==> config.mk <==
export PLATFORM = sky130hd
export DESIGN_NAME = quadrant_pool_allocator
export DESIGN_NICKNAME = d
export VERILOG_FILES = /design/src/sv/qpa_pkg.sv /design/src/sv/quadrant_pool_allocator.sv /design/src/sv/qpa_div.sv
export SDC_FILE = /design/constraint.sdc
export NUM_CORES = 2
export LEC_CHECK = 0
export BUFFER_PORTS_ARGS = -buffer_cell sky130_fd_sc_hd__buf_2
export CAP_MARGIN = 10
export CORE_ASPECT_RATIO = 1.1
export CORE_UTILIZATION = 49
export CTS_CLUSTER_DIAMETER = 40
export DETAILED_ROUTE_END_ITERATION = 10
export PLACE_DENSITY_LB_ADDON = 0.25
export SLEW_MARGIN = 5
export SYNTH_ARGS = -nofsm -noshare
export SYNTH_HDL_FRONTEND = slang
export SYNTH_HIERARCHICAL = 1
export SYNTH_SLANG_ARGS = --single-unit
export TNS_END_PERCENT = 50
==> constraint.sdc <==
create_clock -name clk_i -period 17.3 [get_ports clk_i]
set_input_delay 0.865 -clock clk_i [delete_from_list [all_inputs] [get_ports clk_i]]
set_output_delay 0.865 -clock clk_i [all_outputs]
set_load 0.02 [all_outputs]
==> src/sv/qpa_pkg.sv <==
// qpa_pkg: widths, opcodes, status codes and register indexes of the pool allocator.
// Shared by the divider, the top level and the checker. No dependencies.
package qpa_pkg;

  localparam int ADDR_W    = 40;
  localparam int BASE_W    = 32;
  localparam int SIZE_W    = 17;
  localparam int OP_W      = 2;
  localparam int ST_W      = 2;
  localparam int IDX_OUT_W = 8;
  localparam int CFG_IDX_W = 1;

  localparam logic [OP_W-1:0] OP_ALLOC    = 2'd0;
  localparam logic [OP_W-1:0] OP_FREE     = 2'd1;
  localparam logic [OP_W-1:0] OP_FREE_ALL = 2'd2;

  localparam logic [ST_W-1:0] ST_OK    = 2'd0;
  localparam logic [ST_W-1:0] ST_FULL  = 2'd1;
  localparam logic [ST_W-1:0] ST_RANGE = 2'd2;

  localparam logic [CFG_IDX_W-1:0] CFG_BASE = 1'b0;
  localparam logic [CFG_IDX_W-1:0] CFG_SIZE = 1'b1;

  typedef struct packed {
    logic              valid;
    logic [ADDR_W-1:0] dividend;
    logic [SIZE_W-1:0] divisor;
  } div_req_t;

  typedef struct packed {
    logic              done;
    logic [ADDR_W-1:0] quotient;
  } div_rsp_t;

endpackage

==> src/sv/quadrant_pool_allocator.sv <==
// quadrant_pool_allocator: pool allocator with used bitmap and per-quadrant next-free pointers.
// Allocate: up to NUM_QUADRANTS quadrant steps, up to NUM_ENTRIES/NUM_QUADRANTS entry steps,
// multiply, add, then the result beat. Free all clears bitmap and pointers, then reports.
// Free: serial divide, wait for quotient, up to NUM_QUADRANTS quadrant steps, multiply, add.
// Busy until the result beat, next beat taken at the edge ending it. Results cannot be stalled.
// Async reset clears bitmap, pointers, start quadrant, base; datapath registers are not reset.
module quadrant_pool_allocator #(
  parameter int NUM_ENTRIES   = 256,
  parameter int NUM_QUADRANTS = 4
) (
  input  logic                            clk_i,
  input  logic                            rst_ni,
  input  logic                            start,
  output logic                            busy,
  input  logic [qpa_pkg::OP_W-1:0]        op_i,
  input  logic [qpa_pkg::ADDR_W-1:0]      free_address_i,
  input  logic                            cfg_we_i,
  input  logic [qpa_pkg::CFG_IDX_W-1:0]   cfg_idx_i,
  input  logic [qpa_pkg::BASE_W-1:0]      cfg_wdata_i,
  output logic                            done_o,
  output logic [qpa_pkg::ST_W-1:0]        status_o,
  output logic [qpa_pkg::IDX_OUT_W-1:0]   entry_index_o,
  output logic [qpa_pkg::ADDR_W-1:0]      entry_address_o
);

  localparam int NE      = NUM_ENTRIES;
  localparam int NQ      = NUM_QUADRANTS;
  localparam int QE      = NE / NQ;
  localparam int COVERED = QE * NQ;
  localparam int IW      = $clog2(NE);
  localparam int QW      = (NQ > 1) ? $clog2(NQ) : 1;
  localparam int OW      = (QE > 1) ? $clog2(QE) : 1;
  localparam int CW      = $clog2((NE > NQ) ? NE : NQ) + 1;
  localparam int AW      = qpa_pkg::ADDR_W;
  localparam int SW      = qpa_pkg::SIZE_W;
  localparam int BW      = qpa_pkg::BASE_W;
  localparam int PW      = IW + SW;
  localparam logic [NQ-1:0] HF_INIT = (QE > 0) ? {NQ{1'b1}} : '0;

  localparam logic [2:0] S_IDLE  = 3'd0;
  localparam logic [2:0] S_QSCAN = 3'd1;
  localparam logic [2:0] S_ESCAN = 3'd2;
  localparam logic [2:0] S_DIV   = 3'd3;
  localparam logic [2:0] S_FQUAD = 3'd4;
  localparam logic [2:0] S_MUL   = 3'd5;
  localparam logic [2:0] S_ADD   = 3'd6;
  localparam logic [2:0] S_OUT   = 3'd7;

  logic [2:0]                   state_q, state_d;
  logic [BW-1:0]                base_q, base_d;
  logic [SW-1:0]                size_q, size_d;
  logic [NE-1:0]                used_q, used_d;
  logic [OW-1:0]                nf_q [NQ];
  logic [OW-1:0]                nf_d [NQ];
  logic [NQ-1:0]                hf_q, hf_d;
  logic [QW-1:0]                sq_q, sq_d;
  logic [QW-1:0]                quad_q, quad_d;
  logic [IW-1:0]                first_q, first_d;
  logic [OW-1:0]                off_q, off_d;
  logic [IW-1:0]                idx_q, idx_d;
  logic [CW-1:0]                cnt_q, cnt_d;
  logic [PW-1:0]                prod_q, prod_d;
  logic [qpa_pkg::ST_W-1:0]     res_q, res_d;
  logic                         done_q, done_d;
  logic [qpa_pkg::ST_W-1:0]     status_q, status_d;
  logic [qpa_pkg::IDX_OUT_W-1:0] index_q, index_d;
  logic [AW-1:0]                addr_q, addr_d;

  qpa_pkg::div_req_t div_req;
  qpa_pkg::div_rsp_t div_rsp;

  logic [IW+QW-1:0] first_w;
  logic [IW-1:0]    alloc_idx;
  logic [OW-1:0]    off_n;
  logic [IW-1:0]    rel;

  function automatic logic [QW-1:0] quad_next(input logic [QW-1:0] q);
    return (q == QW'(NQ - 1)) ? '0 : QW'(q + 1'b1);
  endfunction

  assign first_w   = (IW + QW)'(quad_q) * (IW + QW)'(QE);
  assign alloc_idx = IW'(first_w) + IW'(nf_q[quad_q]);
  assign off_n     = (off_q == OW'(QE - 1)) ? '0 : OW'(off_q + 1'b1);
  assign rel       = idx_q - first_q;

  always_comb begin
    state_d  = state_q;
    base_d   = base_q;
    size_d   = size_q;
    used_d   = used_q;
    nf_d     = nf_q;
    hf_d     = hf_q;
    sq_d     = sq_q;
    quad_d   = quad_q;
    first_d  = first_q;
    off_d    = off_q;
    idx_d    = idx_q;
    cnt_d    = cnt_q;
    prod_d   = prod_q;
    res_d    = res_q;
    done_d   = 1'b0;
    status_d = status_q;
    index_d  = index_q;
    addr_d   = addr_q;
    div_req.valid    = 1'b0;
    div_req.dividend = free_address_i - AW'(base_q);
    div_req.divisor  = size_q;

    if (cfg_we_i) begin
      unique case (cfg_idx_i)
        qpa_pkg::CFG_BASE: base_d = cfg_wdata_i;
        qpa_pkg::CFG_SIZE: size_d = cfg_wdata_i[SW-1:0];
        default: ;
      endcase
    end

    unique case (state_q)
      S_IDLE: begin
        if (start) begin
          res_d = qpa_pkg::ST_OK;
          unique case (op_i)
            qpa_pkg::OP_ALLOC: begin
              sq_d    = quad_next(sq_q);
              quad_d  = quad_next(sq_q);
              cnt_d   = '0;
              state_d = S_QSCAN;
            end
            qpa_pkg::OP_FREE: begin
              if (size_q == '0 || free_address_i < AW'(base_q)) begin
                res_d   = qpa_pkg::ST_RANGE;
                state_d = S_OUT;
              end else begin
                div_req.valid = 1'b1;
                state_d       = S_DIV;
              end
            end
            qpa_pkg::OP_FREE_ALL: begin
              used_d = '0;
              for (int q = 0; q < NQ; q++) nf_d[q] = '0;
              hf_d    = HF_INIT;
              state_d = S_OUT;
            end
            default: state_d = S_OUT;
          endcase
        end
      end
      S_QSCAN: begin
        if (hf_q[quad_q]) begin
          first_d           = IW'(first_w);
          off_d             = nf_q[quad_q];
          idx_d             = alloc_idx;
          used_d[alloc_idx] = 1'b1;
          hf_d[quad_q]      = 1'b0;
          cnt_d             = '0;
          state_d           = S_ESCAN;
        end else if (cnt_q == CW'(NQ - 1)) begin
          res_d   = qpa_pkg::ST_FULL;
          state_d = S_OUT;
        end else begin
          quad_d = quad_next(quad_q);
          cnt_d  = cnt_q + 1'b1;
        end
      end
      S_ESCAN: begin
        if (!used_q[first_q + IW'(off_n)]) begin
          nf_d[quad_q] = off_n;
          hf_d[quad_q] = 1'b1;
          state_d      = S_MUL;
        end else if (cnt_q == CW'(QE - 1)) begin
          state_d = S_MUL;
        end else begin
          off_d = off_n;
          cnt_d = cnt_q + 1'b1;
        end
      end
      S_DIV: begin
        if (div_rsp.done) begin
          if (div_rsp.quotient >= AW'(COVERED)) begin
            res_d   = qpa_pkg::ST_RANGE;
            state_d = S_OUT;
          end else begin
            idx_d   = div_rsp.quotient[IW-1:0];
            quad_d  = '0;
            first_d = '0;
            state_d = S_FQUAD;
          end
        end
      end
      S_FQUAD: begin
        if ((IW + 1)'(rel) < (IW + 1)'(QE)) begin
          used_d[idx_q] = 1'b0;
          nf_d[quad_q]  = OW'(rel);
          hf_d[quad_q]  = 1'b1;
          state_d       = S_MUL;
        end else begin
          quad_d  = quad_next(quad_q);
          first_d = first_q + IW'(QE);
        end
      end
      S_MUL: begin
        prod_d  = PW'(idx_q) * PW'(size_q);
        state_d = S_ADD;
      end
      S_ADD: begin
        done_d   = 1'b1;
        status_d = qpa_pkg::ST_OK;
        index_d  = qpa_pkg::IDX_OUT_W'(idx_q);
        addr_d   = AW'(base_q) + AW'(prod_q);
        state_d  = S_IDLE;
      end
      S_OUT: begin
        done_d   = 1'b1;
        status_d = res_q;
        index_d  = '0;
        addr_d   = '0;
        state_d  = S_IDLE;
      end
      default: state_d = S_IDLE;
    endcase
  end

  always_ff @(posedge clk_i or negedge rst_ni) begin
    if (!rst_ni) begin
      state_q <= S_IDLE;
      base_q  <= '0;
      size_q  <= SW'(16);
      used_q  <= '0;
      for (int q = 0; q < NQ; q++) nf_q[q] <= '0;
      hf_q    <= HF_INIT;
      sq_q    <= '0;
      done_q  <= 1'b0;
    end else begin
      state_q <= state_d;
      base_q  <= base_d;
      size_q  <= size_d;
      used_q  <= used_d;
      nf_q    <= nf_d;
      hf_q    <= hf_d;
      sq_q    <= sq_d;
      done_q  <= done_d;
    end
  end

  always_ff @(posedge clk_i) begin
    quad_q   <= quad_d;
    first_q  <= first_d;
    off_q    <= off_d;
    idx_q    <= idx_d;
    cnt_q    <= cnt_d;
    prod_q   <= prod_d;
    res_q    <= res_d;
    status_q <= status_d;
    index_q  <= index_d;
    addr_q   <= addr_d;
  end

  qpa_div u_div (
    .clk_i  (clk_i),
    .rst_ni (rst_ni),
    .req_i  (div_req),
    .rsp_o  (div_rsp)
  );

  assign busy            = (state_q != S_IDLE);
  assign done_o          = done_q;
  assign status_o        = status_q;
  assign entry_index_o   = index_q;
  assign entry_address_o = addr_q;

endmodule

==> src/sv/qpa_div.sv <==
// qpa_div: restoring divider, one quotient bit per cycle, for address to index.
// Depends on qpa_pkg (widths, request and response structs).
module qpa_div (
  input  logic              clk_i,
  input  logic              rst_ni,
  input  qpa_pkg::div_req_t req_i,
  output qpa_pkg::div_rsp_t rsp_o
);

  localparam int DW = qpa_pkg::ADDR_W;
  localparam int SW = qpa_pkg::SIZE_W;
  localparam int KW = $clog2(DW);

  logic          busy_q, busy_d;
  logic          done_q, done_d;
  logic [KW-1:0] cnt_q, cnt_d;
  logic [DW-1:0] dvd_q, dvd_d;
  logic [DW-1:0] quo_q, quo_d;
  logic [SW-1:0] rem_q, rem_d;
  logic [SW-1:0] dsr_q, dsr_d;
  logic [SW:0]   trial;
  logic          fits;

  assign trial = {rem_q, dvd_q[DW-1]};
  assign fits  = trial >= {1'b0, dsr_q};

  always_comb begin
    busy_d = busy_q;
    done_d = 1'b0;
    cnt_d  = cnt_q;
    dvd_d  = dvd_q;
    quo_d  = quo_q;
    rem_d  = rem_q;
    dsr_d  = dsr_q;
    if (req_i.valid) begin
      busy_d = 1'b1;
      cnt_d  = '0;
      dvd_d  = req_i.dividend;
      dsr_d  = req_i.divisor;
      rem_d  = '0;
      quo_d  = '0;
    end else if (busy_q) begin
      rem_d = fits ? SW'(trial - {1'b0, dsr_q}) : SW'(trial);
      quo_d = {quo_q[DW-2:0], fits};
      dvd_d = {dvd_q[DW-2:0], 1'b0};
      cnt_d = cnt_q + 1'b1;
      if (cnt_q == KW'(DW - 1)) begin
        busy_d = 1'b0;
        done_d = 1'b1;
      end
    end
  end

  always_ff @(posedge clk_i or negedge rst_ni) begin
    if (!rst_ni) begin
      busy_q <= 1'b0;
      done_q <= 1'b0;
      cnt_q  <= '0;
    end else begin
      busy_q <= busy_d;
      done_q <= done_d;
      cnt_q  <= cnt_d;
    end
  end

  always_ff @(posedge clk_i) begin
    dvd_q <= dvd_d;
    quo_q <= quo_d;
    rem_q <= rem_d;
    dsr_q <= dsr_d;
  end

  assign rsp_o.done     = done_q;
  assign rsp_o.quotient = quo_q;

endmodule

After elaboration in Yosys (flattened, before gate mapping)
Cells that the tools add are included.
{"block": "op_classes", "add_sub_neg": 12, "n_mul": 1, "div_mod_pow": 0, "magnitude_cmp": 13, "eq_ne": 33, "shift": 0, "muxes": 102, "bitwise_logic": 8, "n_reduce_logical": 34}
{"operator": "two-way mux 256 bit", "count": 4}
{"operator": "case mux 256 bit (3 select lines)", "count": 1}
{"operator": "bitwise AND 256 bit", "count": 1}
{"operator": "inverter 256 bit", "count": 1}
{"operator": "OR 256 bit", "count": 1}
{"operator": "two-way mux 24 bit", "count": 4}
{"operator": "two-way mux 40 bit", "count": 2}
{"operator": "case mux 40 bit (2 select lines)", "count": 1}
{"operator": "case mux 24 bit (3 select lines)", "count": 1}
{"operator": "two-way mux 8 bit", "count": 7}
{"operator": "two-way mux 6 bit", "count": 9}
{"operator": "two-way mux 9 bit", "count": 6}
{"operator": "bitwise mux 24 bit", "count": 2}
{"operator": "greater-or-equal comparator 40 x 9 -> 1 bit (second input constant)", "count": 1}
{"operator": "less-than comparator 40 x 32 -> 1 bit", "count": 1}
{"operator": "subtractor 40 x 32 -> 40 bit", "count": 1}
{"operator": "two-way mux 2 bit", "count": 17}
{"operator": "adder 32 x 25 -> 33 bit", "count": 1}
{"operator": "case mux 8 bit (2 select lines)", "count": 2}
{"operator": "less-than comparator 8 x 9 -> 1 bit (second input constant)", "count": 3}
{"operator": "case mux 9 bit (3 select lines)", "count": 1}
{"operator": "multiplier 8 x 17 -> 25 bit", "count": 1}
{"operator": "two-way mux 3 bit", "count": 8}
{"operator": "!= test 2 bit (second input constant)", "count": 12}
{"operator": "61 further kinds", "count": 115}
{"block": "totals", "reg_bits": 571, "latch_bits": 0, "mem_bits_rw": 0, "romBits": 0, "in_bits": 79, "word_cells": 231, "mem_count": 0}

Depth between registers and ports, before layout
{"block": "logic_depth", "word_depth": 12, "ltp_mapped": 22, "ltp_nobuf": 20}

Hierarchy
Netlist, hierarchy kept.
{"mod": "quadrant_pool_allocator", "instances": 1, "cells_per_inst": 3164, "area_per_inst_um2": 29150.5, "seq_area_each_um2": 11402.2}
{"mod": "qpa_div", "instances": 1, "cells_per_inst": 502, "area_per_inst_um2": 5718.0, "seq_area_each_um2": 3052.9}

Least setup slack after synthesis
OpenSTA, ideal clock, no wires.
{"block": "synth_timing", "kind": "reg-to-reg", "startpoint": "reg idx_q[7]", "endpoint": "reg prod_q[24], data pin", "setup_ns": 0.260, "arrival_ns": 5.646, "slack_ns": 11.394, "stages_incl_launch_ff": 23, "period_less_slack_ns": 5.906, "cell_sequence": "edfxtp_1 > clkbuf_1 > clkbuf_1 > clkbuf_1 > nand2_1 > fa_1 > fa_1 > inv_1 > fa_1 > inv_1 > fa_1 > inv_1 > ha_1 > o21a_1 > o21a_1 > a2111oi_0 > o31a_1 > o21ai_0 > nor4_1 > nor3_1 > a211oi_1 > a21oi_1 > xnor2_1"}
{"block": "synth_via", "elab_chain_cells": 1}
{"item": "start: declaration", "line_no": "quadrant_pool_allocator.sv:60", "rtl": "logic [IW-1:0] idx_q, idx_d;"}
{"item": "start signal: assignment", "line_no": "quadrant_pool_allocator.sv:248", "rtl": "idx_q <= idx_d;"}
{"item": "multiplier 8 x 17 -> 25 bit", "line_no": "quadrant_pool_allocator.sv:201", "rtl": "prod_d = PW'(idx_q) * PW'(size_q);"}
{"item": "end signal: assignment", "line_no": "quadrant_pool_allocator.sv:250", "rtl": "prod_q <= prod_d;"}
{"item": "end: declaration", "line_no": "quadrant_pool_allocator.sv:62", "rtl": "logic [PW-1:0] prod_q, prod_d;"}
No other way between the ends.
A chain may end at the register's enable or synchronous reset.

Worst setup path after layout
{"block": "layout_timing", "startpoint": "reg idx_q[4]", "endpoint": "reg prod_q[24], data pin"}
The elaborated chain is that of the path after synthesis.

==> results.toml <==
[status]
outcome = "complete, no violations"

[synth]
synth_compound_area_share_pct = 20.30
synthDistinctLibCells = 95
yosysSeqAreaShare_pct = 41.46
synth_ff_type = "dfrtp_1"
synth.yosys.warnings = 6
synth_simple_gate_area_share_pct = 12.15
synth_edf_count = 154
async_reset_ff_share_pct = 62.19
synth_top_family_by_area = "compound AO/OA/AOI/OAI gates"
syn-cell-area_um2 = 34870
syn_inst = 3666
synthAdderAreaFrac_pct = 10.00
synth-xor-area-share_pct = 2.637
synth-seq-cells = 558
postSynthAreaPerCell_um2 = 9.511
synthMuxAreaShare_pct = 8.099

[timing]
layout_worst_path_cycle_share_pct = 37.84
setup_viol = 0
rsz0062_at_grt = "false"
layout_min_cycle_time_ns = 6.546
fmax_mhz = 152.8
slew_headroom_pct = 18.24
skew_ns = 0.06934
hold_viol_final = 0
tightest_slew_ns = 1.222
setup_tns_ns = 0
report.final.slew_viol_count = 0

[global_routing]
overflow = 0
grt_pass1_vias = 28460
grt_usage_pct = 29.76
antenna_found_initial = 1
grt_pass1_wl_um = 166900
grt_max_degree = 109

[clocking]
post_cts_resized = 0
cts_tree = "done"
cts_htree_levels = 3
cts_buffers = 92
cts_setup_buffers = 0
cts_sinks = 558
cts_root_buffer = "clkbuf_16"
worstSkewPairLatency_ns = 0.70
cts.path.max_buffers = 3
cts.clk_slew.worst_paths_ns = 0.05
cts_hold_buf = 0

[die]
io_pins = 131
core-area_um2 = 70450
initial_core_util_pct = 49.50
fp.dieH_um = 281.8
placementRows = 102
dieArea_um2 = 72230
dieWidth_um = 256.3

[flow_run]
maxCapViolCount = 0

[critical_path]
critPathLaunchType = "flop"
arrival_ns = 6.93
cpMaxStageDelayCell = "edfxtp_1"
required_ns = 17.68
end_kind = "flop"
worstSetupPathType = "reg -> reg"
worstPathCellList = "nand2_1 > fa_1 > fa_1 > inv_1 > fa_1 > inv_1 > fa_1 > inv_1 > ha_1 > o21a_1 > o21a_1 > a2111oi_0 > o31a_1 > o21ai_0 > nor4_1 > nor3_1 > a211oi_1 > a21oi_1 > xnor2_1"
r2r_cells = 19
cp_common_cell = "fa_1"
worst_path_largest_cell_delay_ns = 1.00
critPathMaxFanout = 26

[layout]
final_cell_mix = "o21ai_0, a21oi_1, dfrtp_1"
area_growth_pct = 12.83
multi_input_area_um2 = 18690
layout.nets = 3992
layout_commonest_cell = "o21ai_0"
seq_area_um2 = 14460
final_area_um2 = 39340
nFillCells = 6177
drive_gt1_share_pct = 13.74

[min_path]
holdCritPathClass = "in -> async"

[place]
io_buffers = 123
dpl_cell_area_um2 = 36090
dp_hpwl_um = 68830
gp_congestion = 0.9241

[pwr]
switching_share_pct = 45.08
seqPwrFrac_pct = 23.8
internal_power_uw = 4992
leakagePower_uw = 0.01707
p_sw_uw = 4097
power_density_nw_per_um2 = 231.0
power_uw = 9089
worst_ir_drop_vdd_v = 0.0002431
p_comb_share_pct = 55.5
p_clk_share_pct = 20.7

[route]
ant_nets = 0
vias_per_cell = 6.204
avgRoutedWirePerCell_um = 22.91
drtIter0Drc = 3103
vias = 29190
drtPass1Iterations = 6
drc_errors = 0
wl_um = 107800
## synth_stat cells, drive strengths merged (8+ instances only)
| library cell | instances | share of area (%) |
|---|---|---|
| xnor2 | 68 | 1.8 |
| mux2i | 101 | 2.9 |
| a31oi | 24 | 0.43 |
| and2 | 125 | 2.2 |
| nand2 | 244 | 2.6 |
| o21bai | 13 | 0.28 |
| o21a | 26 | 0.56 |
| nor2 | 233 | 2.5 |
| a21oi | 367 | 5.3 |
| nor4 | 29 | 0.54 |
| clkbuf | 198 | 2.1 |
| mux2 | 69 | 2.2 |
| o22ai | 9 | 0.16 |
| o31ai | 8 | 0.17 |
| o211a | 11 | 0.32 |
| nand2b | 29 | 0.52 |
| nand3 | 60 | 0.86 |
| inv | 186 | 2.0 |
| a31o | 13 | 0.33 |
| a22oi | 9 | 0.19 |
| a211oi | 18 | 0.42 |
| ha | 130 | 4.7 |
| nand4 | 21 | 0.39 |
| and3 | 18 | 0.34 |
| edfxtp | 154 | 13 |
| dfxtp | 57 | 3.3 |
| buf | 62 | 1.2 |
| o211ai | 10 | 0.23 |
| mux4 | 46 | 3.0 |
| xor2 | 34 | 0.88 |
| or3 | 20 | 0.37 |
| o221a | 13 | 0.42 |
| fa | 93 | 5.3 |
| dfrtp | 342 | 25 |
| o21ai | 608 | 8.7 |
| a21o | 38 | 0.84 |
| nor2b | 25 | 0.45 |
| nor3 | 52 | 0.78 |
| o31a | 12 | 0.30 |
## logic make-up after synthesis
kind of cell,count (synthesis)
AOI/OAI and AO/OA,1239
xor gates and xnor gates,102
adders and majority gates,223
buffers and inverters,447
DFF,558
muxes,216
other,1
and+or+nand+nor,880
## sequential cells by signal, indices dropped and copies added (netlist names), 2 cells and up
signal	cells
status_o	2
u_div/rem_q	17
first_q	2
res_q	2
state_q	3
u_div/cnt_q	6
cnt_q	9
size_q	17
sq_q	2
u_div/dsr_q	17
used_q	256
entry_address_o	33
u_div/dvd_q	40
idx_q	8
prod_q	25
off_q	6
hf_q	4
entry_index_o	8
nf_q	24
u_div/quo_q	40
base_q	32
quad_q	2
## layout make-up
type,instances,area share [%]
Antenna cell,1,0.006361
Multi-Input combinational cell,2667,47.50
Clock inverter,54,1.765
Clock buffer,119,6.472
Tap cell,936,2.977
Timing Repair Buffer,184,2.754
Sequential cell,558,36.75
Inverter,187,1.784
## worst max-delay path: cells and delay by family, from the launching register on
family / cells / cell delay, ns
adders and majority gates: 5 / 2.42
AOI/OAI and AO/OA: 7 / 2.05
DFF: 1 / 1.00
and+or+nand+nor: 3 / 0.50
buffers and inverters: 3 / 0.16
xor gates and xnor gates: 1 / 0.15
## stage by stage
| step | setup WS, ns | cells | utilization, % | hold slack, ns |
|---|---|---|---|---|
| after detailed placement | 10.76 | 4531 | 51.23 | 0.4797 |
| after floorplan | 11.39 | 3672 | - | 0.4231 |
| after CTS | 10.72 | 4704 | 55.83 | 0.2649 |
| final | 10.75 | 4706 | 55.85 | 0.1706 |
| after global routing | 10.33 | 4706 | 55.85 | 0.2810 |
| after global placement | 10.84 | 4531 | 51.23 | 0.4694 |
## per-layer routing
metal	track usage [%]	routed length (um)
met5	0	0
met4	15.98	5857
met3	5.511	8836
met2	48.74	50460
met1	37.47	42660
## power groups by stage
stage	sequential [uW]	clock (uW)	combinational, uW
floorplan	2090	0	3850
finish	2170	1880	5040
global route	2200	1970	5580
detailed placement	2180	0	4970
CTS	2160	1900	5010
global placement	2180	0	4910
## worst paths after layout
kind	end	slack [ns]	startpoint
worst max-delay path	prod_q[24]$_DFFE_PP_	10.75	idx_q[4]$_DFFE_PP_
worst min-delay path	done_o$_DFF_PN0_	0.17	rst_ni
worst max register to register	prod_q[24]$_DFFE_PP_	10.75	idx_q[4]$_DFFE_PP_
worst min register to register	nf_q[18]$_DFFE_PN0P_	0.49	nf_q[18]$_DFFE_PN0P_
max in group asynchronous	used_q[88]$_DFFE_PN0P_	14.70	rst_ni
min in group clk_i	base_q[31]$_DFFE_PN0P_	0.40	cfg_wdata_i[31]
Power figures use the tool's default switching activity.
